File: config.mk
export PLATFORM = sky130hd
export DESIGN_NAME = rvpm_gain
export DESIGN_NICKNAME = d
export VERILOG_FILES = /design/src/rtl/rvpm_pkg.sv /design/src/rtl/rvpm_gain.sv
export SDC_FILE = /design/constraint.sdc
export NUM_CORES = 1
export LEC_CHECK = 0
export BUFFER_PORTS_ARGS = -buffer_cell sky130_fd_sc_hd__buf_2
export CAP_MARGIN = 5
export CORE_ASPECT_RATIO = 0.6
export CORE_MARGIN = 1
export CORE_UTILIZATION = 40
export CTS_CLUSTER_SIZE = 12
export DETAILED_ROUTE_END_ITERATION = 16
export GPL_TIMING_DRIVEN = 0
export PLACE_DENSITY = 0.63
export SETUP_SLACK_MARGIN = 0.5
export SKIP_LAST_GASP = 1
export SLEW_MARGIN = 5
export SYNTH_ARGS = -nofsm -noshare
export SYNTH_HDL_FRONTEND = slang
export SYNTH_SLANG_ARGS = --single-unit
File: constraint.sdc
create_clock -name clk_i -period 7.5 [get_ports clk_i]
set_input_delay 0 -clock clk_i [delete_from_list [all_inputs] [get_ports clk_i]]
set_output_delay 0 -clock clk_i [all_outputs]
set_load 0.05 [all_outputs]
File: src/rtl/rvpm_pkg.sv
// ----------------------------------------------------------------------------
// rvpm_pkg
// shared types, widths and constants of the rotation vector to pose block
// ----------------------------------------------------------------------------
package rvpm_pkg;

  localparam int unsigned ATAN_LEN = 24;

  // vectoring datapath, magnitude and angle widths
  localparam int unsigned XW = 36;
  localparam int unsigned THW = 33;
  localparam int unsigned REMW = THW + 1;
  localparam int unsigned QW = 33;
  localparam int unsigned DIV_STEPS = QW;
  localparam int unsigned KW = 34;
  localparam int unsigned CW = 33;
  localparam int unsigned AW = 36;

  // cordic gain correction in Q30
  localparam logic [29:0] INVK = 30'd652032874;

  localparam logic signed [CW-1:0] Q30_ONE = 33'sd1073741824;
  localparam logic signed [AW-1:0] Q30_PI = 36'sd3373259426;
  localparam logic signed [AW-1:0] Q30_HALF_PI = 36'sd1686629713;
  localparam logic signed [AW-1:0] Q30_TWO_PI = 36'sd6746518852;
  localparam logic signed [AW-1:0] Q30_FOUR_PI = 36'sd13493037704;

  // arctangent of 2^-i in Q30
  localparam logic [29:0] ATAN_Q30 [ATAN_LEN] = '{
    30'd843314856, 30'd497837829, 30'd263043836, 30'd133525158, 30'd67021686,
    30'd33543515, 30'd16775850, 30'd8388437, 30'd4194282, 30'd2097149,
    30'd1048575, 30'd524287, 30'd262143, 30'd131071, 30'd65535, 30'd32767,
    30'd16383, 30'd8191, 30'd4095, 30'd2047, 30'd1023, 30'd511, 30'd255,
    30'd127
  };

  typedef struct packed {
    logic signed [15:0] rot_x;
    logic signed [15:0] rot_y;
    logic signed [15:0] rot_z;
    logic signed [31:0] trans_x;
    logic signed [31:0] trans_y;
    logic signed [31:0] trans_z;
  } rvpm_in_t;

  typedef struct packed {
    logic [1:0]         row_index;
    logic signed [15:0] col0;
    logic signed [15:0] col1;
    logic signed [15:0] col2;
    logic signed [31:0] trans_out;
    logic               last_row;
  } rvpm_out_t;

endpackage

File: src/rtl/rvpm_gain.sv
// ----------------------------------------------------------------------------
// rvpm_gain
// two-stage cordic gain correction, x * INVK >> 30 for nonnegative x
// ----------------------------------------------------------------------------
module rvpm_gain
  import rvpm_pkg::*;
(
  input  logic                 clk_i,
  input  logic signed [XW-1:0] x_i,
  output logic signed [XW-1:0] mag_o
);

  localparam int unsigned LOW_W = 17;
  localparam int unsigned HIGH_W = XW - 1 - LOW_W;

  logic [HIGH_W+29:0] hi_q;
  logic [LOW_W+29:0]  lo_q;
  logic [HIGH_W+LOW_W+30:0] sum;
  logic signed [XW-1:0] mag_q;

  // x never goes negative, so the sign bit is dropped
  always_ff @(posedge clk_i) begin
    hi_q <= x_i[XW-2:LOW_W] * INVK;
    lo_q <= x_i[LOW_W-1:0] * INVK;
  end

  assign sum = {1'b0, hi_q, {LOW_W{1'b0}}} + {{(HIGH_W+1){1'b0}}, lo_q};

  always_ff @(posedge clk_i) begin
    mag_q <= signed'({1'b0, sum[HIGH_W+LOW_W+29:30]});
  end

  assign mag_o = mag_q;

endmodule

### Word-level counts from Yosys, hierarchy flattened

Index checks and enable logic that the tools add are counted.

* memories: 0
* register bits: 128
* memory bits (writable): 0
* latch bits: 0
* output and inout port bits: 36
* input port bits: 37
* word-level logic and storage cells: 6
* memory bits (read-only): 0

* add/sub/neg operators: 1
* multiply operators: 2
* magnitude comparators: 0
* divide/modulo/power cells: 0
* reduce and logical (&&, ||, !) cells: 0
* shifts and indexed selects: 0
* equality and inequality tests: 0
* multiplexer cells: 0
* bitwise gates (word level): 0

Operators with widths (count)
* 65-bit by 47-bit adder with 65-bit output: 1
* 18-bit by 29-bit multiplier with 47-bit output, second input constant: 1
* 17-bit by 29-bit multiplier with 46-bit output, second input constant: 1

### Depth between registers and ports, before layout

* depth in word-level cells: 1
* gate-level depth with buffers: 23
* depth with buffers taken out: 22

### Worst setup path before layout

OpenSTA, ideal clock, no wires.

* path type: input to register
* start: in x_i[23]
* end: reg hi_q[46]
* data arrival time: 5.242 ns
* library setup time: 0.116 ns
* cell stages on the path: 21
* slack: 2.142 ns
* required time: 7.384 ns
* buffers on the path: 1
* path through: fa_1 > inv_1 > fa_1 > fa_1 > inv_1 > fa_1 > fa_1 > inv_1 > fa_1 > inv_1 > ha_1 > buf_6 > a21oi_4 > o211ai_2 > a221oi_2 > or3_1 > nand4_2 > a221oi_2 > o21ai_2 > or4b_1 > and4_1

* word-level cells in the longest chain between the ends: 1

Ends and longest elaborated chain
* from (decl): line rvpm_gain.sv:9 `input logic signed [XW-1:0] x_i,`
* 18-bit by 29-bit multiplier with 47-bit output: line rvpm_gain.sv:23 `hi_q <= x_i[XW-2:LOW_W] * INVK;`
* to (signal assigned): line rvpm_gain.sv:23
* to (decl): line rvpm_gain.sv:16 `logic [HIGH_W+29:0] hi_q;`

Every way passes these cells.

### Final worst setup path

* start: in x_i[5]
* end: reg lo_q[39]

* word-level cells in the longest chain between the ends: 1

Ends and longest elaborated chain
* 17-bit by 29-bit multiplier with 46-bit output: line rvpm_gain.sv:24 `lo_q <= x_i[LOW_W-1:0] * INVK;`
* to (signal assigned): line rvpm_gain.sv:24
* to (decl): line rvpm_gain.sv:17 `logic [LOW_W+29:0] lo_q;`

Every way passes these cells.

==> metrics.txt <==
status=finished clean; DRC=0; Placement Cell Area=22,380 um2; number of synthesized flops with an enable pin=0; FF-to-FF Start=hi_q[16]$_DFF_P_; worst endpoint data arrival time=6.68 ns; Mapped Avg Cell Area=9.870 um2; Critical Path RT=7.76 ns; Period minus WS final=6.428 ns; Max Fclk=155.6 MHz; first-pass GRT wire length=93,650 um; drt wl/cell=20.72 um; GPL Wtd Cong=1.007; Cell Area, Synth=21,160 um2; Die ar.=53,860 um2; Adder-Cell Fraction of Synth Area=0.5887; xor/xnor share of the synthesized area=0.04263; Setup Skew=0.01427 ns; sequential area share after synthesis=0.1050; Final Hold Slack=0.07876 ns; Initial Utilization=0.4104; R2R Path End=mag_o[34]$_DFF_P_; Worst R2R Path Depth=12; share of async-settable or async-resettable flops after synthesis=0; detailed-router iteration count before antenna repair=5; CP startpoint kind=input pin; # port buffers=70; Via density=5.015; top cell type's share of synthesized area=0.3841; Row Count=64; Hold Path End=hi_q[4]$_DFF_P_; Area contributors post-synth=fa_1, ha_1, inv_1; hold path depth=2; RSZ-0062 raised after global routing=false; maxcap violations=0; setup_tns=0 ns; Layout Area Growth over Synthesis=7.391%; Fin. Hold Viols=0; Post-Syn Nets=2,933; antenna violations before repair=0; area fraction in and, or, nand and nor cells after synthesis=0.05357; largest net degree at the start of global routing=22; #FFs+latches synth=111; total gr overflow=0; share of cells above drive strength 1=0.05645; vias=14,670; Setup CP Type=input pin to flop; core area=51,570 um2; post-route ant nets=0; TritonCTS clock tree=done; Max Transition Viols Final=0; commonest register cell after synthesis=dfxtp_1; Clock Tree Buf Depth=2; Worst Setup SP=x_i[5]; clock latency on the worst-skew pair=0.38 ns; max_slew headroom=0.4821; most common cell in the netlist=inv_1; hold path startpoint=x_i[20]; die width=298.9 um; Post-DP HPWL=55,180 um; IO Pins=73; Total Wirelength=60,600 um; vias in the first global route=15,560; Setup crit end kind=flop; post-synthesis cell type count=67; slack of the worst reg-to-reg path=4.46 ns; clock tree sinks=111; commonest cells in the netlist=inv_1, fa_1, ha_1, dfxtp_1, a21oi_1; final worst-path cycle share=0.8571; Clock transition at path regs=0.08 ns; Synth Instances=2,144; Total GRT Usage=0.2343; final setup fails=0; die height=180.2 um; design area=22,730 um2; CP max FO=6; Hold/Removal Path Class=input pin to flop; post-synth top area cell=fa_1; Root Buffer Master=clkbuf_16; # diodes=0; CTS Buf Count=9; Syn. warnings=0; Starting DRT DRC Count=1,147; htree depth=3; measured slew at the worst slew-check pin=0.7769 ns; Nets=3,016; Synth Area in Compound Gates=0.09129; largest family of logic cells by synthesized area=adder cells; mux cell area share after synthesis=0.0004730
-- registers in the layout (all words and copies together), names as in the netlist --
signal,flops
hi_q,47
mag_o,35
lo_q,29
-- routing by layer --
metal / up-vias / part of all wire / GRT usage / routed length (um)
met5: - / 0.0016 / 0.01323 / 99
met4: 2 / 0.0075 / 0.02408 / 452
met3: 32 / 0.15 / 0.1404 / 9196
met2: 561 / 0.33 / 0.2683 / 19870
met1: 7263 / 0.51 / 0.3652 / 30980
li1: 6810 / - / - / -
-- worst max path at each step --
stage,end,slack (ns),depth (start not counted)
floorplan,hi_q[46]$_DFF_P_,2.14,21
global placement,lo_q[39]$_DFF_P_,0.90,21
detailed placement,lo_q[39]$_DFF_P_,0.85,21
CTS,lo_q[39]$_DFF_P_,1.21,21
global route,lo_q[39]$_DFF_P_,0.78,21
finish,lo_q[39]$_DFF_P_,1.07,21
-- metrics by stage --
stage	utilization	setup WS (ns)	std cells
finish	0.4407	1.072	2925
global route	0.4407	0.7804	2925
CTS	0.4407	1.213	2925
detailed placement	0.4340	0.8511	2907
global placement	0.4340	0.9044	2907
floorplan	-	2.142	2144
-- what timing repair did --
| action | CTS | global route |
|---|---|---|
| setup endpoints to repair | 0 | 0 |
| hold endpoints to repair | 2 | 0 |
| gates resized for setup | 0 | 0 |
| buffers inserted | 0 | 0 |
| hold buffers | 2 | 0 |
-- layout by cell type, fill, tap and decap left out, types with 10 or more instances in the layout --
cell type  netlist  routed
a21o_1          55      55
o21bai_1        11      11
xnor2_1         68      68
nor2_1          44      44
nand4_1         22      22
a31oi_1         10      10
dfxtp_1        111     111
buf_2            4      74
inv_1          643     643
and3_1          11      11
a21oi_1        100     100
nor3_1          11      11
nand3_1         33      33
fa_1           406     406
nand2_1         65      65
o21ai_0         40      40
ha_1           346     346
xor2_1          35      35
-- final cells by class --
cell class | instances | area (um2)
fillers | 4956 | 28840
inverters | 643 | 2414
flip-flops and latches | 111 | 2222
well taps | 693 | 867.1
multi-input cells | 1374 | 16440
clock inverters | 7 | 101.3
plain buffers | 16 | 87.58
repair buffers | 72 | 370.4
clock buffers | 9 | 225.2
-- cells by family (layout without fill, tap and decap cells) --
group | Yosys count | in the layout
adder cells (fa/ha/maj) | 752 | 752
AO/OA/AOI/OAI | 288 | 288
AND/OR/NAND/NOR | 229 | 229
buffers and inverters | 659 | 747
flip-flops | 111 | 111
other | 1 | 1
XOR/XNOR | 103 | 103
multiplexers | 1 | 1
-- worst max-delay path: stages --
cell and delay, ns:
buf_2 0.17, ha_1 0.50, inv_1 0.19, fa_1 0.54
inv_1 0.05, fa_1 0.48, fa_1 0.67, fa_1 0.56
inv_1 0.05, fa_1 0.48, inv_1 0.04, ha_1 0.35
a211oi_1 0.25, o21ai_1 0.15, a311oi_1 0.51, o211ai_2 0.20
a31oi_1 0.57, nand2_1 0.25, a21boi_0 0.35, o21ai_0 0.15
xor2_1 0.16
Power is not shown: default switching activity piles up to over one toggle a cycle in this logic, so the estimate is an artifact.
