===== src/rtl/rvpm_pkg.sv =====
// ----------------------------------------------------------------------------
// rvpm_pkg
// shared types, widths and constants of the rotation vector to pose block
// ----------------------------------------------------------------------------
package rvpm_pkg;

  localparam int unsigned ATAN_LEN = 24;

  // vectoring datapath, magnitude and angle widths
  localparam int unsigned XW = 36;
  localparam int unsigned THW = 33;
  localparam int unsigned REMW = THW + 1;
  localparam int unsigned QW = 33;
  localparam int unsigned DIV_STEPS = QW;
  localparam int unsigned KW = 34;
  localparam int unsigned CW = 33;
  localparam int unsigned AW = 36;

  // cordic gain correction in Q30
  localparam logic [29:0] INVK = 30'd652032874;

  localparam logic signed [CW-1:0] Q30_ONE = 33'sd1073741824;
  localparam logic signed [AW-1:0] Q30_PI = 36'sd3373259426;
  localparam logic signed [AW-1:0] Q30_HALF_PI = 36'sd1686629713;
  localparam logic signed [AW-1:0] Q30_TWO_PI = 36'sd6746518852;
  localparam logic signed [AW-1:0] Q30_FOUR_PI = 36'sd13493037704;

  // arctangent of 2^-i in Q30
  localparam logic [29:0] ATAN_Q30 [ATAN_LEN] = '{
    30'd843314856, 30'd497837829, 30'd263043836, 30'd133525158, 30'd67021686,
    30'd33543515, 30'd16775850, 30'd8388437, 30'd4194282, 30'd2097149,
    30'd1048575, 30'd524287, 30'd262143, 30'd131071, 30'd65535, 30'd32767,
    30'd16383, 30'd8191, 30'd4095, 30'd2047, 30'd1023, 30'd511, 30'd255,
    30'd127
  };

  typedef struct packed {
    logic signed [15:0] rot_x;
    logic signed [15:0] rot_y;
    logic signed [15:0] rot_z;
    logic signed [31:0] trans_x;
    logic signed [31:0] trans_y;
    logic signed [31:0] trans_z;
  } rvpm_in_t;

  typedef struct packed {
    logic [1:0]         row_index;
    logic signed [15:0] col0;
    logic signed [15:0] col1;
    logic signed [15:0] col2;
    logic signed [31:0] trans_out;
    logic               last_row;
  } rvpm_out_t;

endpackage


===== src/rtl/rvpm_vec_cell.sv =====
// ----------------------------------------------------------------------------
// rvpm_vec_cell
// one cordic vectoring step, drives y toward zero
// ----------------------------------------------------------------------------
module rvpm_vec_cell
  import rvpm_pkg::*;
#(
  parameter int unsigned SHIFT = 0
) (
  input  logic                 clk_i,
  input  logic signed [XW-1:0] x_i,
  input  logic signed [XW-1:0] y_i,
  output logic signed [XW-1:0] x_o,
  output logic signed [XW-1:0] y_o
);

  logic signed [XW-1:0] x_d, y_d, x_q, y_q;

  always_comb begin
    if (!y_i[XW-1]) begin
      x_d = x_i + (y_i >>> SHIFT);
      y_d = y_i - (x_i >>> SHIFT);
    end else begin
      x_d = x_i - (y_i >>> SHIFT);
      y_d = y_i + (x_i >>> SHIFT);
    end
  end

  always_ff @(posedge clk_i) begin
    x_q <= x_d;
    y_q <= y_d;
  end

  assign x_o = x_q;
  assign y_o = y_q;

endmodule


===== config.mk =====
export PLATFORM = sky130hd
export DESIGN_NAME = rvpm_vec_cell
export DESIGN_NICKNAME = d
export VERILOG_FILES = /design/src/rtl/rvpm_pkg.sv /design/src/rtl/rvpm_vec_cell.sv
export SDC_FILE = /design/constraint.sdc
export NUM_CORES = 1
export LEC_CHECK = 0
export ABC_AREA = 1
export ABC_CLOCK_PERIOD_IN_PS = 3100
export BUFFER_PORTS_ARGS = -buffer_cell sky130_fd_sc_hd__buf_2
export CAP_MARGIN = 10
export CORE_ASPECT_RATIO = 2
export CORE_MARGIN = 5
export CORE_UTILIZATION = 62
export DETAILED_ROUTE_END_ITERATION = 10
export GPL_TIMING_DRIVEN = 0
export PLACE_DENSITY_LB_ADDON = 0.15
export SYNTH_ARGS = -nofsm -noshare
export SYNTH_HDL_FRONTEND = slang
export SYNTH_SLANG_ARGS = --single-unit

===== constraint.sdc =====
create_clock -name clk_i -period 3.1 [get_ports clk_i]
set_input_delay 0.62 -clock clk_i [delete_from_list [all_inputs] [get_ports clk_i]]
set_output_delay 0.62 -clock clk_i [all_outputs]
set_load 0.05 [all_outputs]

After elaboration in Yosys (flattened, before gate mapping) --
Cells that the tools add are included.
Storage, ports and cells: register bits 72, latch bits 0, bits in writable memories 0, bits in read-only memories 0, bits of input ports 73, output and inout bits 72, word-level logic and storage cells 7, memories 0
Cells by class: add/subtract/negate cells 3, multiply operators 0, div/mod/pow operators 0, magnitude comparators 0, equality and inequality tests 0, shifts and indexed selects 0, multiplexer cells 2, bitwise logic cells 0, reduce and logical (&&, ||, !) cells 0
Operator list (count):
- $mux W36 | 2
- $sub A36 B36 Y36 | 2
- $add A36 B36 Y36 | 1

Logic depth before layout (Yosys ltp) --
Gate-level depths: netlist (run 1).
depth after elaboration 2, gate-level depth with buffers 18, mapped depth without buffers 17

Worst setup path before layout (run 1) --
Ideal clock, no wire load.
path type input-to-reg, from input port x_i[0], to register x_q[32] (netlist: x_o[32]), library setup time 0.114 ns, data arrival time 2.092 ns, slack 0.894 ns, stages on the path 15, path buffers 0, path through inv_1 ha_1 fa_1 inv_1 nand2_1 nand3_1 nand2_1 nand2_1 nand2_1 nand2_1 nand2_1 nand2_1 nand2_1 nand3_1 nand2_1
Between the ends: cells in the longest elaborated chain, start to end 2, elaborated cells on any way between the ends 3, classes of those cells 2 x add/sub; 1 x mux
Ends and longest elaborated chain:
- from (decl) | RTL line rvpm_vec_cell.sv:11 | input logic signed [XW-1:0] x_i,
- $add A36 B36 Y36 or $sub A36 B36 Y36 (tied branches) | RTL line rvpm_vec_cell.sv:21, rvpm_vec_cell.sv:24
- $mux W36 * | RTL line rvpm_vec_cell.sv:20 | if (!y_i[XW-1]) begin
- named net x_d[32] | RTL line rvpm_vec_cell.sv:17 | logic signed [XW-1:0] x_d, y_d, x_q, y_q;
- to (signal assigned) | RTL line rvpm_vec_cell.sv:30 | x_q <= x_d;
- to (decl) | RTL line rvpm_vec_cell.sv:17
The timed path passes the listed nets; every way through them passes the cells marked *.

Worst setup path in the final report (run 1) --
from input port x_i[0], to register x_q[18] (netlist: x_o[18])
The elaborated chain is that of the path after synthesis.

==> results of run 1 <==
-- cells by family (layout without fill, tap and decap cells) --
group | after synthesis | count (layout) | synth area share
adders and majority gates | 108 | 108 | 0.138
buffers and inverters | 355 | 514 | 0.155
and+or+nand+nor | 913 | 913 | 0.407
DFF | 71 | 71 | 0.143
xor gates and xnor gates | 29 | 29 | 0.0264
AOI/OAI and AO/OA | 230 | 230 | 0.130
-- synthesized netlist by cell type, types with 25 or more instances --
cell type	count	area [um^2]
xor2_1	28	245
o21ai_0	54	270
nor2_1	126	473
dfxtp_1	71	1420
ha_1	105	1310
inv_2	25	93.8
inv_1	280	1050
nand2_1	528	1980
nand2_2	30	188
a21oi_1	112	561
nand3_1	151	756
-- worst min-delay path, stage by stage --
cell	delay (ns)
buf_2	0.10
ha_1	0.12
inv_1	0.04
-- through the flow --
step	power (uW)	area, um^2
floorplan	3060	9920
global placement	3750	10900
detailed placement	3780	10900
CTS	4870	11200
global route	5160	11200
finish	4920	11200
-- final cells by class --
class | instances | area share
multi-input cells | 1280 | 0.622
well taps | 201 | 0.0225
repair buffers | 143 | 0.0640
clock inverters | 6 | 0.00604
clock buffers | 10 | 0.0205
plain buffers | 49 | 0.0347
flip-flops and latches | 71 | 0.127
inverters | 306 | 0.103
-- layout by cell type, fill, tap and decap left out, types with 4 or more instances in the layout --
master	instances
clkbuf_16	9
nand4_1	12
inv_2	25
o21ai_1	15
nand3_1	151
o21ai_2	4
nor3_1	4
dfxtp_1	71
nand3_2	4
nor2_4	8
nor2_1	126
a21oi_1	112
ha_1	105
clkbuf_1	7
nor2_2	22
inv_1	280
nand2_4	10
buf_4	14
a21oi_2	7
nor4_2	4
buf_2	150
nand2_1	528
xor2_1	28
o22ai_1	5
and2_1	4
nand2_2	30
o21ai_0	54
buf_6	19
o21bai_1	22
-- worst paths after layout --
path	startpoint	end	slack [ns]
max	x_i[0]	x_o[18]	0.50
min	y_i[0]	x_o[0]	0.58
-- metal layers --
metal	track usage	vias to the layer above
met5	0	-
met3	0.0638	280
li1	-	5610
met4	0.410	0
met2	0.732	656
met1	0.359	5148
-- power by group --
part	leakage [uW]	internal [uW]	switching [uW]
Clock	0.000139	628	459
Combinational	0.00568	721	1990
Sequential	0.000599	1080	35.3
-- flip-flops by register name, summed over array words and instances, names as in the netlist --
| name | count |
|---|---|
| x_o | 36 |
| y_o | 35 |
==> run_results.csv, run 1 <==
group,metric,value,unit
status,status,"complete, no violations",
power,power.leakage,0.00642,uW
synthesis,syn_nets,1887,
sta,rsz0062_at_grt,"no",
placement,gp_congestion,1.07,
global_routing,grt_max_degree,14,
final_layout,nNetsFinal,2041,
setup_path,crit_path_frequent_cell,"nand2_1",
setup_path,path_max_fanout,4,
final_layout,final_core_util,0.709,
global_routing,grt_pass1_vias,11500,
power,power_density,439,nW/um^2
global_routing,antenna_found_initial,0,
setup_path,cp.arrival,2.84,ns
drt,drt_iter0_drc,896,
synthesis,syn_avg_cell_area,5.82,um^2
cts,clock-sinks,71,
synthesis,synthesis.area,9920,um^2
placement,place_ws,0.182,ns
floorplan,ios,145,
worst_hold_path,holdPathStages,3,
drt,dr_wl_met2,19300,um
sta,hold_viol,0,
synthesis,synthCells,1706,
setup_path,critPathLaunchType,"input pin",
sta,maxSlewHeadroom,0.367,
floorplan,coreArea,15800,um^2
drt,met1_length,11900,um
final_layout,multi_input_area,6960,um^2
drt,dr.max_layer_used,"met4",
cts,h-tree-depth,3,
synthesis,yosys_warnings,0,
synthesis,async_reset_ff_frac,0,
sta,setup_viol,0,
synthesis,ys_ff_latch,71,
setup_path,path_cells,"buf_2, inv_1, ha_1, fa_1, inv_1, nand2_1, nand3_1, nand2_1, nand2_1, nand2_1, nand2_1, nand2_1, nand2_1, nand2_1, nand3_1, nand2_1",
sta,max_freq,0.384,GHz
floorplan,initial_core_util,0.629,
drt,ant_nets,0,
drt,viasPerCell,5.66,
cts,clkTransAtPathRegs,0.06,ns
drt,first_pass_iters,6,
synthesis,ys_seq_area_frac,0.143,
floorplan,chipWidth,99.5,um
setup_path,crit_required,3.33,ns
setup_path,slowest_delay,0.51,ns
drt,drc,0,
placement,dp_hpwl,32400,um
final_layout,synthToLayoutAreaGrowth,12.7,%
synthesis,synth_edf_count,0,
setup_path,cp_num_buf_inv,3,
drt,wire_per_inst,18.6,um
synthesis,ys.flop_type,"dfxtp_1",
floorplan,rows,65,
sta,fin_ws,0.497,ns
cts,hold_buffers,0,
final_layout,ff_latch_area,1420,um^2
cts,tritoncts,"built",
drt,dr_total_vias,11700,
final_layout,nFillCells,1541,
sta,period_share,0.840,
setup_path,slowest_stage,"fa_1",
sta,setup_tns,0,ns
cts,ctsResizeCount,0,
setup_path,crit_type,"input pin to register",
cts,root_buffer,"clkbuf_16",
cts,post_cts_buffers,0,
global_routing,groute.usage.overall,0.405,
setup_path,crit_family,"simple AND/OR/NAND/NOR gates",
setup_path,cp.depth,16,
floorplan,die_h,189,um
final_layout,instances_no_fill,2066,
synthesis,synth_cell_types,43,
worst_hold_path,hp-class,"input pin to register",
global_routing,grt_pass1_wl,58100,um
drt,dr_wl_met3,2530,um
placement,port_buffers,143,
final_layout,diodes,0,
sta,period_minus_slack,2.60,ns
sta,whs,0.575,ns
cts,ctsLongestPathBuffers,2,
flow_run,maxCapViolCount,0,
drt,drt-total-wl,38500,um
global_routing,grt-ovfl-total,0,
cts,numCtsBuffers,9,
power,vdd_drop_max,0.000432,V
setup_path,end_kind,"register",
floorplan,fp.dieArea,18800,um^2
placement,dp.cells,2050,
final_layout,drive_gt1_frac,0.172,
sta,slew_viol_final,0,
sta,worst_slew_pin_slew,0.950,ns
Power figures use the tool's default switching activity.
==> run 2: changes to the inputs <==
--- a/config.mk
+++ b/config.mk
@@ -6,12 +6,12 @@
 export NUM_CORES = 1
 export LEC_CHECK = 0
 export ABC_AREA = 1
-export ABC_CLOCK_PERIOD_IN_PS = 3100
+export ABC_CLOCK_PERIOD_IN_PS = 2100
 export BUFFER_PORTS_ARGS = -buffer_cell sky130_fd_sc_hd__buf_2
 export CAP_MARGIN = 10
 export CORE_ASPECT_RATIO = 2
 export CORE_MARGIN = 5
-export CORE_UTILIZATION = 62
+export CORE_UTILIZATION = 54
 export DETAILED_ROUTE_END_ITERATION = 10
 export GPL_TIMING_DRIVEN = 0
 export PLACE_DENSITY_LB_ADDON = 0.15
==> constraint.sdc (replaced) <==
create_clock -name clk_i -period 2.1 [get_ports clk_i]
set_input_delay 0.42 -clock clk_i [delete_from_list [all_inputs] [get_ports clk_i]]
set_output_delay 0.42 -clock clk_i [all_outputs]
set_load 0.05 [all_outputs]
==> run 2 against run 1 <==
  * Sequential power is 47% higher
  * Combinational power is 53% higher
  * Count of clock-buffer cells in the layout stayed put
  * Die area is 14% higher
  * Clock power is 48% higher
  * Utilization is 7.2 points lower
  * Sequential cell count stayed put
  * Sequential share of layout area is 0.45 points lower
  * Critical path type unchanged
  * Largest power group unchanged
==> run_results.csv, run 2 (synthesis gave the netlist of run 1 again) <==
group,metric,value,unit
cts,clock-sinks,71,
setup_path,path_max_fanout,9,
power,p_sw,3750,uW
final_layout,final_core_util,0.637,
worst_hold_path,worstHoldEndpoint,"x_o[0]",
placement,gp_congestion,1.11,
flow_run,maxCapViolCount,0,
sta,whs,0.381,ns
power,combinationalPowerShare,0.560,
global_routing,grt_max_degree,14,
worst_hold_path,hp-class,"input pin to register",
power,internal-power,3650,uW
status,status,"complete, no violations",
sta,worst_slew_pin_slew,1.01,ns
power,vdd_drop_max,0.000439,V
power,totalPowerFinal,7400,uW
final_layout,nNetsFinal,2050,
floorplan,ios,145,
drt,drc,0,
setup_path,slowest_delay,0.27,ns
power,p_sw_frac,0.506,
power,seqPwrFrac,0.223,
drt,wire_per_inst,18.8,um
setup_path,critPathLaunchType,"input pin",
drt,viasPerCell,5.56,
placement,port_buffers,143,
final_layout,synthToLayoutAreaGrowth,16.9,%
sta,maxSlewHeadroom,0.329,
global_routing,grt_pass1_wl,59300,um
sta,hold_viol,0,
final_layout,layout_common_cells,"nand2_1, inv_1, buf_2, nand3_1, nor2_1",
global_routing,groute.usage.overall,0.362,
final_layout,final_cell_area,11600,um^2
cts,clkTransAtPathRegs,0.06,ns
sta,fin_ws,0.0446,ns
power,clock_power_share,0.218,
power,power_density,638,nW/um^2
placement,place_ws,-0.664,ns
global_routing,grt_pass1_vias,11400,
worst_hold_path,min-delay-start,"y_i[0]",
sta,slew_viol_final,0,
drt,drt-total-wl,39300,um
sta,max_freq,0.487,GHz
worst_hold_path,holdPathStages,3,
drt,ant_nets,0,
drt,dr_total_vias,11600,
drt,first_pass_iters,6,
cts,tritoncts,"built",
sta,rsz0062_at_grt,"yes",
cts,ctsLongestPathBuffers,2,
cts,hold_buffers,0,
cts,h-tree-depth,3,
setup_path,crit_required,2.28,ns
sta,period_minus_slack,2.06,ns
setup_path,cp.arrival,2.23,ns
cts,numCtsBuffers,9,
floorplan,chipWidth,106,um
placement,dp_hpwl,32900,um
floorplan,coreArea,18200,um^2
final_layout,final_common_cell,"nand2_1",
sta,setup_viol,0,
placement,placed_cell_area,10900,um^2
final_layout,drive_gt1_frac,0.219,
sta,period_share,0.979,
setup_path,path_cells,"buf_2, inv_1, ha_1, buf_4, inv_1, a21oi_2, o21ai_1, nor2_1, nand2_1, xor2_1, nand2_1, o21ai_0",
floorplan,fp.dieArea,21300,um^2
power,power.leakage,0.00647,uW
drt,drt_iter0_drc,727,
cts,root_buffer,"clkbuf_16",
floorplan,die_h,202,um
setup_path,crit_type,"input pin to register",
global_routing,antenna_found_initial,1,
floorplan,rows,70,
floorplan,initial_core_util,0.545,
setup_path,end_kind,"register",
final_layout,largest_reg_flops,36,
setup_path,slowest_stage,"ha_1",
global_routing,grt-ovfl-total,0,
## run 2: changes by cell type in the layout (fill, tap and decap cells not counted), sizes merged
cell / delta
buf: +9
clkinvlp: +3
diode: +1
inv: -3
## run 2: metrics by stage
stage               cells  TNS (ns)
detailed placement   2065    -22.88
global placement     2065    -22.97
CTS                  2082         0
global route         2091    -0.232
floorplan            1706         0
finish               2091         0
## run 2: metal layers
metal	global-route usage	vias to the layer above	wire (um)
met2	0.665	575	19500
met4	0.361	0	5000
met3	0.0462	252	2150
met1	0.326	5193	12600
met5	0	-	0
li1	-	5616	-
## run 2: power groups by stage
stage                     logic (uW)  clock network, uW  registers, uW
final                           4140               1610           1650
after global routing            4430               1690           1680
after global placement          3890                  0           1670
after detailed placement        3930                  0           1680
after CTS                       3950               1620           1650
after floorplan                 1930                  0           2580
## run 2: how the worst max path moves through the flow
| stage | start | end | slack (ns) | cells after the start |
|---|---|---|---|---|
| detailed placement | x_i[0] | x_o[10] | -0.66 | 13 |
| global route | x_i[11] | y_o[30] | -0.05 | 13 |
| CTS | x_i[26] | x_o[35] | 0.0003 | 12 |
| floorplan | x_i[0] | x_o[32] | 0.09 | 15 |
| global placement | x_i[0] | x_o[26] | -0.64 | 16 |
| finish | x_i[13] | x_o[14] | 0.04 | 12 |
## run 2: what timing repair did
| action | 4_1_cts | 5_1_grt |
|---|---|---|
| gates resized for setup | 14 | 88 |
| endpoints found under the setup margin | 34 | 45 |
| pin swaps | 1 | 9 |
| setup buffers | 1 | 8 |
## run 2: cell type report
class	instances	area [um^2]
fillers	1869	6620
clock buffers	10	229
inverters	306	1170
clock inverters	6	67.6
repair buffers	152	783
flip-flops and latches	71	1420
well taps	216	270
multi-input cells	1280	7260
plain buffers	49	395
diodes	1	2.50
## run 2: worst max-delay path: cells and delay by family
kind / cells / cell delay [ns]
AOI/OAI and AO/OA: 3 / 0.51
buffers and inverters: 4 / 0.49
and+or+nand+nor: 3 / 0.35
adders and majority gates: 1 / 0.27
xor gates and xnor gates: 1 / 0.18
