===== src/rtl/rvpm_pkg.sv =====
// ----------------------------------------------------------------------------
// rvpm_pkg
// shared types, widths and constants of the rotation vector to pose block
// ----------------------------------------------------------------------------
package rvpm_pkg;

  localparam int unsigned ATAN_LEN = 24;

  // vectoring datapath, magnitude and angle widths
  localparam int unsigned XW = 36;
  localparam int unsigned THW = 33;
  localparam int unsigned REMW = THW + 1;
  localparam int unsigned QW = 33;
  localparam int unsigned DIV_STEPS = QW;
  localparam int unsigned KW = 34;
  localparam int unsigned CW = 33;
  localparam int unsigned AW = 36;

  // cordic gain correction in Q30
  localparam logic [29:0] INVK = 30'd652032874;

  localparam logic signed [CW-1:0] Q30_ONE = 33'sd1073741824;
  localparam logic signed [AW-1:0] Q30_PI = 36'sd3373259426;
  localparam logic signed [AW-1:0] Q30_HALF_PI = 36'sd1686629713;
  localparam logic signed [AW-1:0] Q30_TWO_PI = 36'sd6746518852;
  localparam logic signed [AW-1:0] Q30_FOUR_PI = 36'sd13493037704;

  // arctangent of 2^-i in Q30
  localparam logic [29:0] ATAN_Q30 [ATAN_LEN] = '{
    30'd843314856, 30'd497837829, 30'd263043836, 30'd133525158, 30'd67021686,
    30'd33543515, 30'd16775850, 30'd8388437, 30'd4194282, 30'd2097149,
    30'd1048575, 30'd524287, 30'd262143, 30'd131071, 30'd65535, 30'd32767,
    30'd16383, 30'd8191, 30'd4095, 30'd2047, 30'd1023, 30'd511, 30'd255,
    30'd127
  };

  typedef struct packed {
    logic signed [15:0] rot_x;
    logic signed [15:0] rot_y;
    logic signed [15:0] rot_z;
    logic signed [31:0] trans_x;
    logic signed [31:0] trans_y;
    logic signed [31:0] trans_z;
  } rvpm_in_t;

  typedef struct packed {
    logic [1:0]         row_index;
    logic signed [15:0] col0;
    logic signed [15:0] col1;
    logic signed [15:0] col2;
    logic signed [31:0] trans_out;
    logic               last_row;
  } rvpm_out_t;

endpackage


===== src/rtl/rvpm_div_cell.sv =====
// ----------------------------------------------------------------------------
// rvpm_div_cell
// one restoring division step, one quotient bit
// ----------------------------------------------------------------------------
module rvpm_div_cell
  import rvpm_pkg::*;
(
  input  logic            clk_i,
  input  logic [REMW-1:0] r_i,
  input  logic [THW-1:0]  d_i,
  input  logic [QW-1:0]   q_i,
  output logic [REMW-1:0] r_o,
  output logic [THW-1:0]  d_o,
  output logic [QW-1:0]   q_o
);

  logic [REMW-1:0] trial, r_d, r_q;
  logic [QW-1:0]   q_d, q_q;
  logic [THW-1:0]  d_q;

  assign trial = {r_i[REMW-2:0], 1'b0};

  always_comb begin
    if (trial >= {1'b0, d_i}) begin
      r_d = trial - {1'b0, d_i};
      q_d = {q_i[QW-2:0], 1'b1};
    end else begin
      r_d = trial;
      q_d = {q_i[QW-2:0], 1'b0};
    end
  end

  always_ff @(posedge clk_i) begin
    r_q <= r_d;
    q_q <= q_d;
    d_q <= d_i;
  end

  assign r_o = r_q;
  assign q_o = q_q;
  assign d_o = d_q;

endmodule


===== config.mk =====
export PLATFORM = sky130hd
export DESIGN_NAME = rvpm_div_cell
export DESIGN_NICKNAME = d
export VERILOG_FILES = /design/src/rtl/rvpm_pkg.sv /design/src/rtl/rvpm_div_cell.sv
export SDC_FILE = /design/constraint.sdc
export NUM_CORES = 1
export LEC_CHECK = 0
export ABC_AREA = 0
export BUFFER_PORTS_ARGS = -buffer_cell sky130_fd_sc_hd__buf_2
export CORE_MARGIN = 8
export CORE_UTILIZATION = 48
export CTS_CLUSTER_SIZE = 20
export DETAILED_ROUTE_END_ITERATION = 16
export HOLD_SLACK_MARGIN = 0.08
export PLACE_DENSITY = 0.82
export SLEW_MARGIN = 20
export SYNTH_ARGS = -nofsm -noshare
export SYNTH_HDL_FRONTEND = slang
export SYNTH_SLANG_ARGS = --single-unit

===== constraint.sdc =====
create_clock -name clk_i -period 3.4 [get_ports clk_i]
set_input_delay 0 -clock clk_i [delete_from_list [all_inputs] [get_ports clk_i]]
set_output_delay 0 -clock clk_i [all_outputs]
set_load 0.05 [all_outputs]

### Yosys cells after proc, flatten, opt, wreduce, memory -nomap -nowiden

Index checks and enable logic that the tools add are counted.

| word-level totals | value |
|---|---|
| bits in registers | 100 |
| output and inout bits | 100 |
| word-level logic and storage cells | 8 |

| cells by class | value |
|---|---|
| add/sub/neg operators | 1 |
| order comparisons | 1 |
| muxes and demuxes | 2 |

Operators with widths:

| cell | number |
|---|---|
| greater-or-equal comparator 34 x 33 -> 1 bit | 1 |
| 2-to-1 mux 34 bit | 1 |
| subtractor 34 x 33 -> 34 bit | 1 |
| 2-to-1 mux 1 bit | 1 |

### Logic depth before layout (Yosys ltp)

Gate-level depths: netlist of the first run.

| depth | value |
|---|---|
| word-level depth | 2 |
| depth in mapped cells | 14 |
| depth with buffers taken out | 11 |

### Least setup slack after synthesis of the first run

OpenSTA, ideal clock, no wires.

| timing path | value |
|---|---|
| kind | input to register |
| start point | in r_i[0] |
| end point | reg r_q[13] (netlist: r_o[13]) |
| setup time | 0.115 ns |
| arrival time | 2.064 ns |
| slack | 1.220 ns |
| cell stages on the path | 12 |
| buffers on the path | 1 |
| cell sequence | inv_1 fa_1 and2b_1 o211ai_1 a21oi_1 o211ai_1 a21boi_2 nor3_1 o31a_1 buf_6 and2_1 a31o_1 |

| between the ends | value |
|---|---|
| longest elaborated chain between the ends | 2 |

RTL lines:

| what | line | RTL |
|---|---|---|
| start: declaration | rvpm_div_cell.sv:9 | `input logic [REMW-1:0] r_i,` |
| subtractor 34 x 33 -> 34 bit / greater-or-equal comparator 34 x 33 -> 1 bit (equally long branches) | rvpm_div_cell.sv:25, rvpm_div_cell.sv:24 |  |
| 2-to-1 mux 34 bit * | rvpm_div_cell.sv:24 | `if (trial >= {1'b0, d_i}) begin` |
| via r_d[13] | rvpm_div_cell.sv:17 | `logic [REMW-1:0] trial, r_d, r_q;` |
| end signal: assignment | rvpm_div_cell.sv:34 | `r_q <= r_d;` |
| end: declaration | rvpm_div_cell.sv:17 |  |

Mark *: on every way through the listed nets, which the timed path passes. The rest lies on a longest branch.
A chain may end at the register's enable or synchronous reset.

### Final worst setup path of the first run

| timing path | value |
|---|---|
| start point | in r_i[0] |
| end point | reg r_q[33] (netlist: r_o[33]) |

Same word-level chain as after synthesis.

==> key figures, run 1 <==
Run status
  – Status: finished, final reports clean

Floorplanning
  – Die H: 109.7 microns
  – Die X: ~110 microns
  – Num rows: 34
  – IO Count: 201
  – Initial Utilization: between 40% and 50%
  – Die area: roughly 0.012 sq mm
  – Core Region: 0.008593 sq mm

CTS
  – Clk slew on worst S/H paths: ~0.10 ns
  – Number of buffers created by CTS: 9
  – Post_cts resized: 0
  – CTS max path bufs: 2
  – H-tree levels: 3
  – Clock Sinks: 100
  – CTS Root Cell: clkbuf_8
  – CTS tree: yes

Yosys
  – EDFF count, synth: 0
  – Post-synthesis sequential area ratio: around 48%
  – Synth warn: 0
  – Post-Syn Nets: about 590
  – Yosys cell types: between 40 and 50
  – Async S/R FF share, synth: 0%
  – Top_reg_cell synth: dfxtp_1
  – Synth Instances: 450
  – Syn_area_per_cell: roughly 9.4 sq um
  – Post-Syn Area: between 0.004 and 0.005 sq mm
  – FF+latch count, synth: 100

Min path
  – Hold Path Class: in2reg
  – Hold path depth: 2

Worst setup path
  – Startpoint Class: primary input
  – Peak fanout along the critical path: 24
  – Setup CP Type: in2reg
  – Required time worst endpoint: around 3.7 ns
  – Kind of end point of the critical path: register
  – CP Data Arrival Time: ~3.2 ns

Routing
  – Detailed Routing Iterations Pass 1: 5
  – Post-Route WL: between 15,000 and 20,000 microns
  – DRC: 0
  – Number of vias per cell: roughly 5.2
  – DR vias: 4,485
  – DR WL/cell: 17.48 microns
  – Antenna viol nets, final: 0
  – Iter 0 DRT Violations: approximately 180

Timing
  – Max frequency: 0.3451 GHz
  – Final Hold Fails: 0
  – Min Tclk post-route: between 2 and 3 ns
  – Worst slew pin tran: roughly 0.47 ns
  – Final setup TNS: 0 ns
  – # setup viols final: 0
  – RSZ-0062 raised after global routing: false
  – Final Slew Violations: 0
  – Tcrit/Tclk final: between 80% and 90%
  – Max-slew headroom: 68.15%

Layout
  – Post-route cell area: approximately 0.0065 sq mm
  – Share of layout cells above drive strength 1: a little under a third
  – Nets: between 800 and 900
  – Syn-to-layout area delta: 54.77%

Power
  – Peak VDD IR: ~0.00031 V
  – Power per cell area: ~520 mW/mm^2
  – Leak Pwr: between 0.003 and 0.004 uW

Placed design
  – DP HPWL: 9402 microns
  – Placed Area: between 0.005 and 0.006 sq mm
  – # port buffers: slightly below 200
  – Gp weighted congestion: 0.8325

Global route
  – GRT Total Usage: 24.43%
  – First-pass GRT wire length: about 23,000 microns
  – Vias in the first global route: about 4,700
  – Gr ovfl total: 0
  – Initial antenna violation count: 1
  – Largest net degree at the start of global routing: 29

Job
  – Max-cap violations: 0
==> repair_timing <==
item,CTS,global route
hold buffers,98,0
buffers inserted,0,0
hold endpoints to repair,99,0
==> sequential cells by signal, summed over array words and instances, names as in the netlist <==
register and flops:
q_o 33, d_o 33, r_o 34
==> path summary, 6_finish.rpt <==
kind	end	start	slack [ns]
worst max-delay path	r_o[33]	r_i[0]	0.50
worst min-delay path	q_o[15]	q_i[14]	0.27
==> routing by layer <==
metal / global-route usage, % / vias to the layer above / share of wire (%)
met3: 6.331 / 32 / 8.4
met2: 46.51 / 224 / 52
met4: 8.968 / 0 / 2.5
li1: - / 2145 / -
met1: 24.94 / 2084 / 37
met5: 0 / - / 0
==> final cells by class <==
cell class | count | area [sq um]
flip-flops and latches | 100 | 2002
fillers | 565 | 2077
clock inverters | 7 | 107.6
repair buffers | 298 | 2012
diodes | 1 | 2.502
multi-input cells | 298 | 1979
well taps | 108 | 135.1
clock buffers | 9 | 123.9
inverters | 41 | 153.9
==> worst max-delay path: stages <==
cell           delay (ns)
dlygate4sd3_1        0.52
buf_2                0.12
inv_1                0.06
fa_1                 0.46
and2b_1              0.22
o211ai_1             0.12
a21oi_1              0.27
o211ai_1             0.16
a21boi_2             0.22
nor3_1               0.08
o31a_2               0.48
buf_12               0.21
nor3_1               0.18
a21o_1               0.10
==> cells by family (layout without fill, tap and decap cells) <==
group,count (synthesis),count (layout),share of synthesized area (%)
compound gates,135,135,19.76
flops,100,100,47.55
simple gates,100,100,10.91
buf+inv,52,355,5.468
fa+ha+maj,34,34,10.28
xor+xnor,29,29,6.033
other cells,0,1,0
==> synthesized netlist by cell type, types with 2 or more instances <==
cell type / n / area (sq um)
dfxtp_1: 100 / 2002
nand2_1: 54 / 202.7
a21oi_1: 42 / 210.2
inv_1: 41 / 153.9
ha_1: 33 / 412.9
o21ai_0: 31 / 155.2
xnor2_1: 15 / 131.4
xor2_1: 14 / 122.6
a21o_1: 13 / 97.59
o21ai_1: 12 / 60.06
nor2_1: 11 / 41.29
nand3_1: 7 / 35.03
o211ai_1: 6 / 45.04
clkbuf_1: 5 / 18.77
nand4_1: 5 / 31.28
and3_1: 4 / 25.02
buf_6: 4 / 45.04
o21bai_1: 4 / 30.03
and2_1: 3 / 18.77
nand2b_1: 3 / 18.77
nor3_1: 3 / 15.01
o21a_1: 3 / 22.52
o21ai_2: 3 / 26.28
a2111oi_0: 2 / 17.52
a211oi_1: 2 / 15.01
a221oi_1: 2 / 17.52
a31o_2: 2 / 17.52
and4_1: 2 / 17.52
nor2b_1: 2 / 12.51
o31a_1: 2 / 17.52
o31ai_1: 2 / 15.01
==> cell usage in the layout (no fill, tap or decap), drive strengths merged, types with 3 or more instances in the layout <==
cell	instances
a21o	13
a21oi	42
a31o	3
and2	3
and3	4
buf	200
clkbuf	9
dfxtp	100
dlygate4sd3	98
ha	33
inv	43
nand2	55
nand2b	3
nand3	7
nand4	5
nor2	11
nor3	3
o211ai	6
o21a	3
o21ai	46
o21bai	4
xnor2	15
xor2	14
==> report_power, final <==
part	total, uW	internal (uW)	leakage, uW	switching (uW)
combinational	1210	385	0.00225	830
clock	867	427	0.000113	440
sequential	1330	1300	0.000844	35.6
==> metrics by stage <==
step                worst slack (ns)  power [uW]  hold slack [ns]  utilization, %  instances
floorplan                      1.220        2172          0.02772               -        450
global placement              0.7275        2433           0.1023           61.69        747
detailed placement            0.6864        2448           0.1039           61.69        747
CTS                           0.5126        3398           0.2572           75.80        861
global route                  0.2151        3568           0.2637           75.83        862
finish                        0.5019        3416           0.2720           75.83        862
No activity file was read; power rests on OpenSTA's default activity.
==> inputs of run 2 (changes only) <==
CORE_UTILIZATION = 32   (was 48)
HOLD_SLACK_MARGIN = default   (was 0.08)
PLACE_DENSITY = default   (was 0.82)
clock period = 2.55 ns   (was 3.4 ns; I/O delays follow)
==> key figures, run 2 (same netlist as run 1, synthesis figures left out) <==
Power
  – Power per cell area: 705.5 mW/mm^2 (+35%)
  – Leak Pwr: 0.003324 uW (+3.6%)
  – Peak VDD IR: 0.0003649 V (+16%)

Floorplanning
  – Die H: 130.7 microns (+19%)
  – Initial Utilization: 32.31% (-17 points)
  – Num rows: 42 (+24%)
  – Die area: 0.01708 sq mm (+42%)
  – Core Region: 0.01303 sq mm (+52%)
  – IO Count: 201 (unchanged)
  – Die X: 130.7 microns (+19%)

Layout
  – Most common cell after layout, fill and taps aside: buf_2
  – Syn-to-layout area delta: 63.57%
  – Area occupied by multi-input gates: 0.002068 sq mm (+4.5%)
  – Max FFs per register: 34 (unchanged)
  – Share of layout cells above drive strength 1: 33.33% (+3.2 points)
  – Most frequent cells in the layout: buf_2 (198), dfxtp_1 (100), dlygate4sd3_1 (98)
  – Filler instances: 1,229 (+120%)
  – Post-route cell area: 0.006887 sq mm (+5.7%)
  – N_diodes: 0 (-1)
  – Reg area: 0.002002 sq mm (unchanged)
  – Nets: 898 (+1.7%)

Routing
  – DR vias: 4,269 (-4.8%)
  – Iter 0 DRT Violations: 180 (-1.6%)
  – Number of vias per cell: 4.522 (-13%)
  – Antenna viol nets, final: 0 (unchanged)
  – DR WL/cell: 14.18 microns (-19%)
  – Post-Route WL: 13,380 microns (-11%)
  – Detailed Routing Iterations Pass 1: 4 (-1)
  – DRC: 0 (unchanged)

Worst setup path
  – Kind of end point of the critical path: register
  – Buf+Inv Stages, Crit Path: 3 (-1)
  – Setup CP Type: in2reg
  – Crit. Startpoint: d_i[10]
  – Delay-heaviest family, CP: compound AO/OA/AOI/OAI gates
  – CP max stage cell: dlygate4sd3_1
  – Required time worst endpoint: 2.78 ns (-0.93 ns)
  – Startpoint Class: primary input
  – Critical path, cell by cell: dlygate4sd3_1 -> buf_2 -> inv_1 -> ha_2 -> a21oi_2 -> o22ai_1 -> a221oi_2 -> o31a_1 -> o221ai_2 -> a31o_2 -> a21boi_2 -> xor2_1 -> o21ai_1
  – Peak fanout along the critical path: 6 (-75%)
  – Max incr delay on CP: 0.53 ns (about the same)
  – CP Data Arrival Time: 2.63 ns (-0.58 ns)

Placed design
  – # port buffers: 198 (unchanged)
  – Gp weighted congestion: 0.8868 (+6.5%)
  – DP HPWL: 10,020 microns (+6.6%)
  – Placed Area: 0.005477 sq mm (+3.3%)

Timing
  – Worst slew pin tran: 0.3942 ns (-0.07153 ns)
  – Worst hold slack: 0.06357 ns (-0.2084 ns)
  – Min Tclk post-route: 2.401 ns
  – # setup viols final: 0 (unchanged)
  – Max-slew headroom: 73.50% (+5.3 points)
  – Max frequency: about 0.42 GHz
  – Final Hold Fails: 0 (unchanged)
  – Final Slew Violations: 0 (unchanged)
  – Tcrit/Tclk final: around 94%

Global route
  – Initial antenna violation count: 0 (-1)
  – GRT Total Usage: 15.13% (-9.3 points)
  – First-pass GRT wire length: 20,540 microns (-11%)
  – Largest net degree at the start of global routing: 36 (+24%)
  – Vias in the first global route: 4,446 (-5.3%)
  – Gr ovfl total: 0 (unchanged)

CTS
  – H-tree levels: 3 (unchanged)
  – Clock Sinks: 100 (unchanged)
  – Clk slew on worst S/H paths: 0.07 ns (-0.03 ns)
  – CTS Root Cell: clkbuf_16
  – CTS tree: yes
  – Number of buffers created by CTS: 9 (unchanged)
  – CTS max path bufs: 2 (unchanged)

Job
  – Max-cap violations: 0 (unchanged)

Min path
  – Hold_sp: d_i[1]
  – Hold Path Class: in2reg

Run status
  – Status: finished, final reports clean
run 2: cell count changes in the layout (fill, tap and decap cells not counted), sizes merged:
| cell | change |
|---|---|
| clkinv | -1 |
| diode | -1 |
| clkbuf | +2 |
| inv | -1 |
| buf | +15 |
run 2: report_power, final:
| part | switching (uW) | total [uW] | internal [uW] |
|---|---|---|---|
| logic | 1100 | 1650 | 550 |
| registers | 37.9 | 1770 | 1730 |
| clock network | 575 | 1440 | 866 |
run 2: final cells by class:
class                           instances  share of cell area, %
Clock buffer                           11                  3.379
Clock inverter                          5                  1.235
Sequential cell                       100                  29.07
Multi-Input combinational cell        298                  30.03
Timing Repair Buffer                  313                  30.85
Tap cell                              176                  3.198
Inverter                               41                  2.235
run 2: metrics by stage:
stage	setup TNS [ns]	setup WS (ns)	power [uW]	instances	utilization [%]
2_1_floorplan	0	0.3705	2895	450	-
3_3_place_gp	0	0.03853	3293	827	42.02
3_5_place_dp	-0.1212	-0.07151	3307	827	42.02
4_1_cts	0	0.0009635	4892	941	51.99
5_1_grt	-0.001403	-0.001403	5102	944	52.84
6_report	0	0.1488	4858	944	52.84
run 2: worst min-delay path, stage by stage:
cell,delay (ns)
buf_2,0.11
fa_1,0.19
o21ai_2,0.06
run 2: final timing paths:
kind	end	slack (ns)	depth (start not counted)
worst max-delay path	r_o[31]	0.15	13
worst min-delay path	r_o[1]	0.06	3
run 2: repair_timing:
action / CTS / global route
hold endpoints to repair: 99 / 0
hold buffers: 98 / 0
resized for setup: 0 / 21
endpoints found under the setup margin: 0 / 28
buffers inserted: 0 / 3
run 2: layer usage:
layer  share of wire [%]  vias up  track usage [%]
li1                    -     2182                -
met1                  41     1941            17.04
met2                  49      135            26.67
met3                 8.4       11            3.977
met4                 1.1        0            6.009
met5                   0        -                0
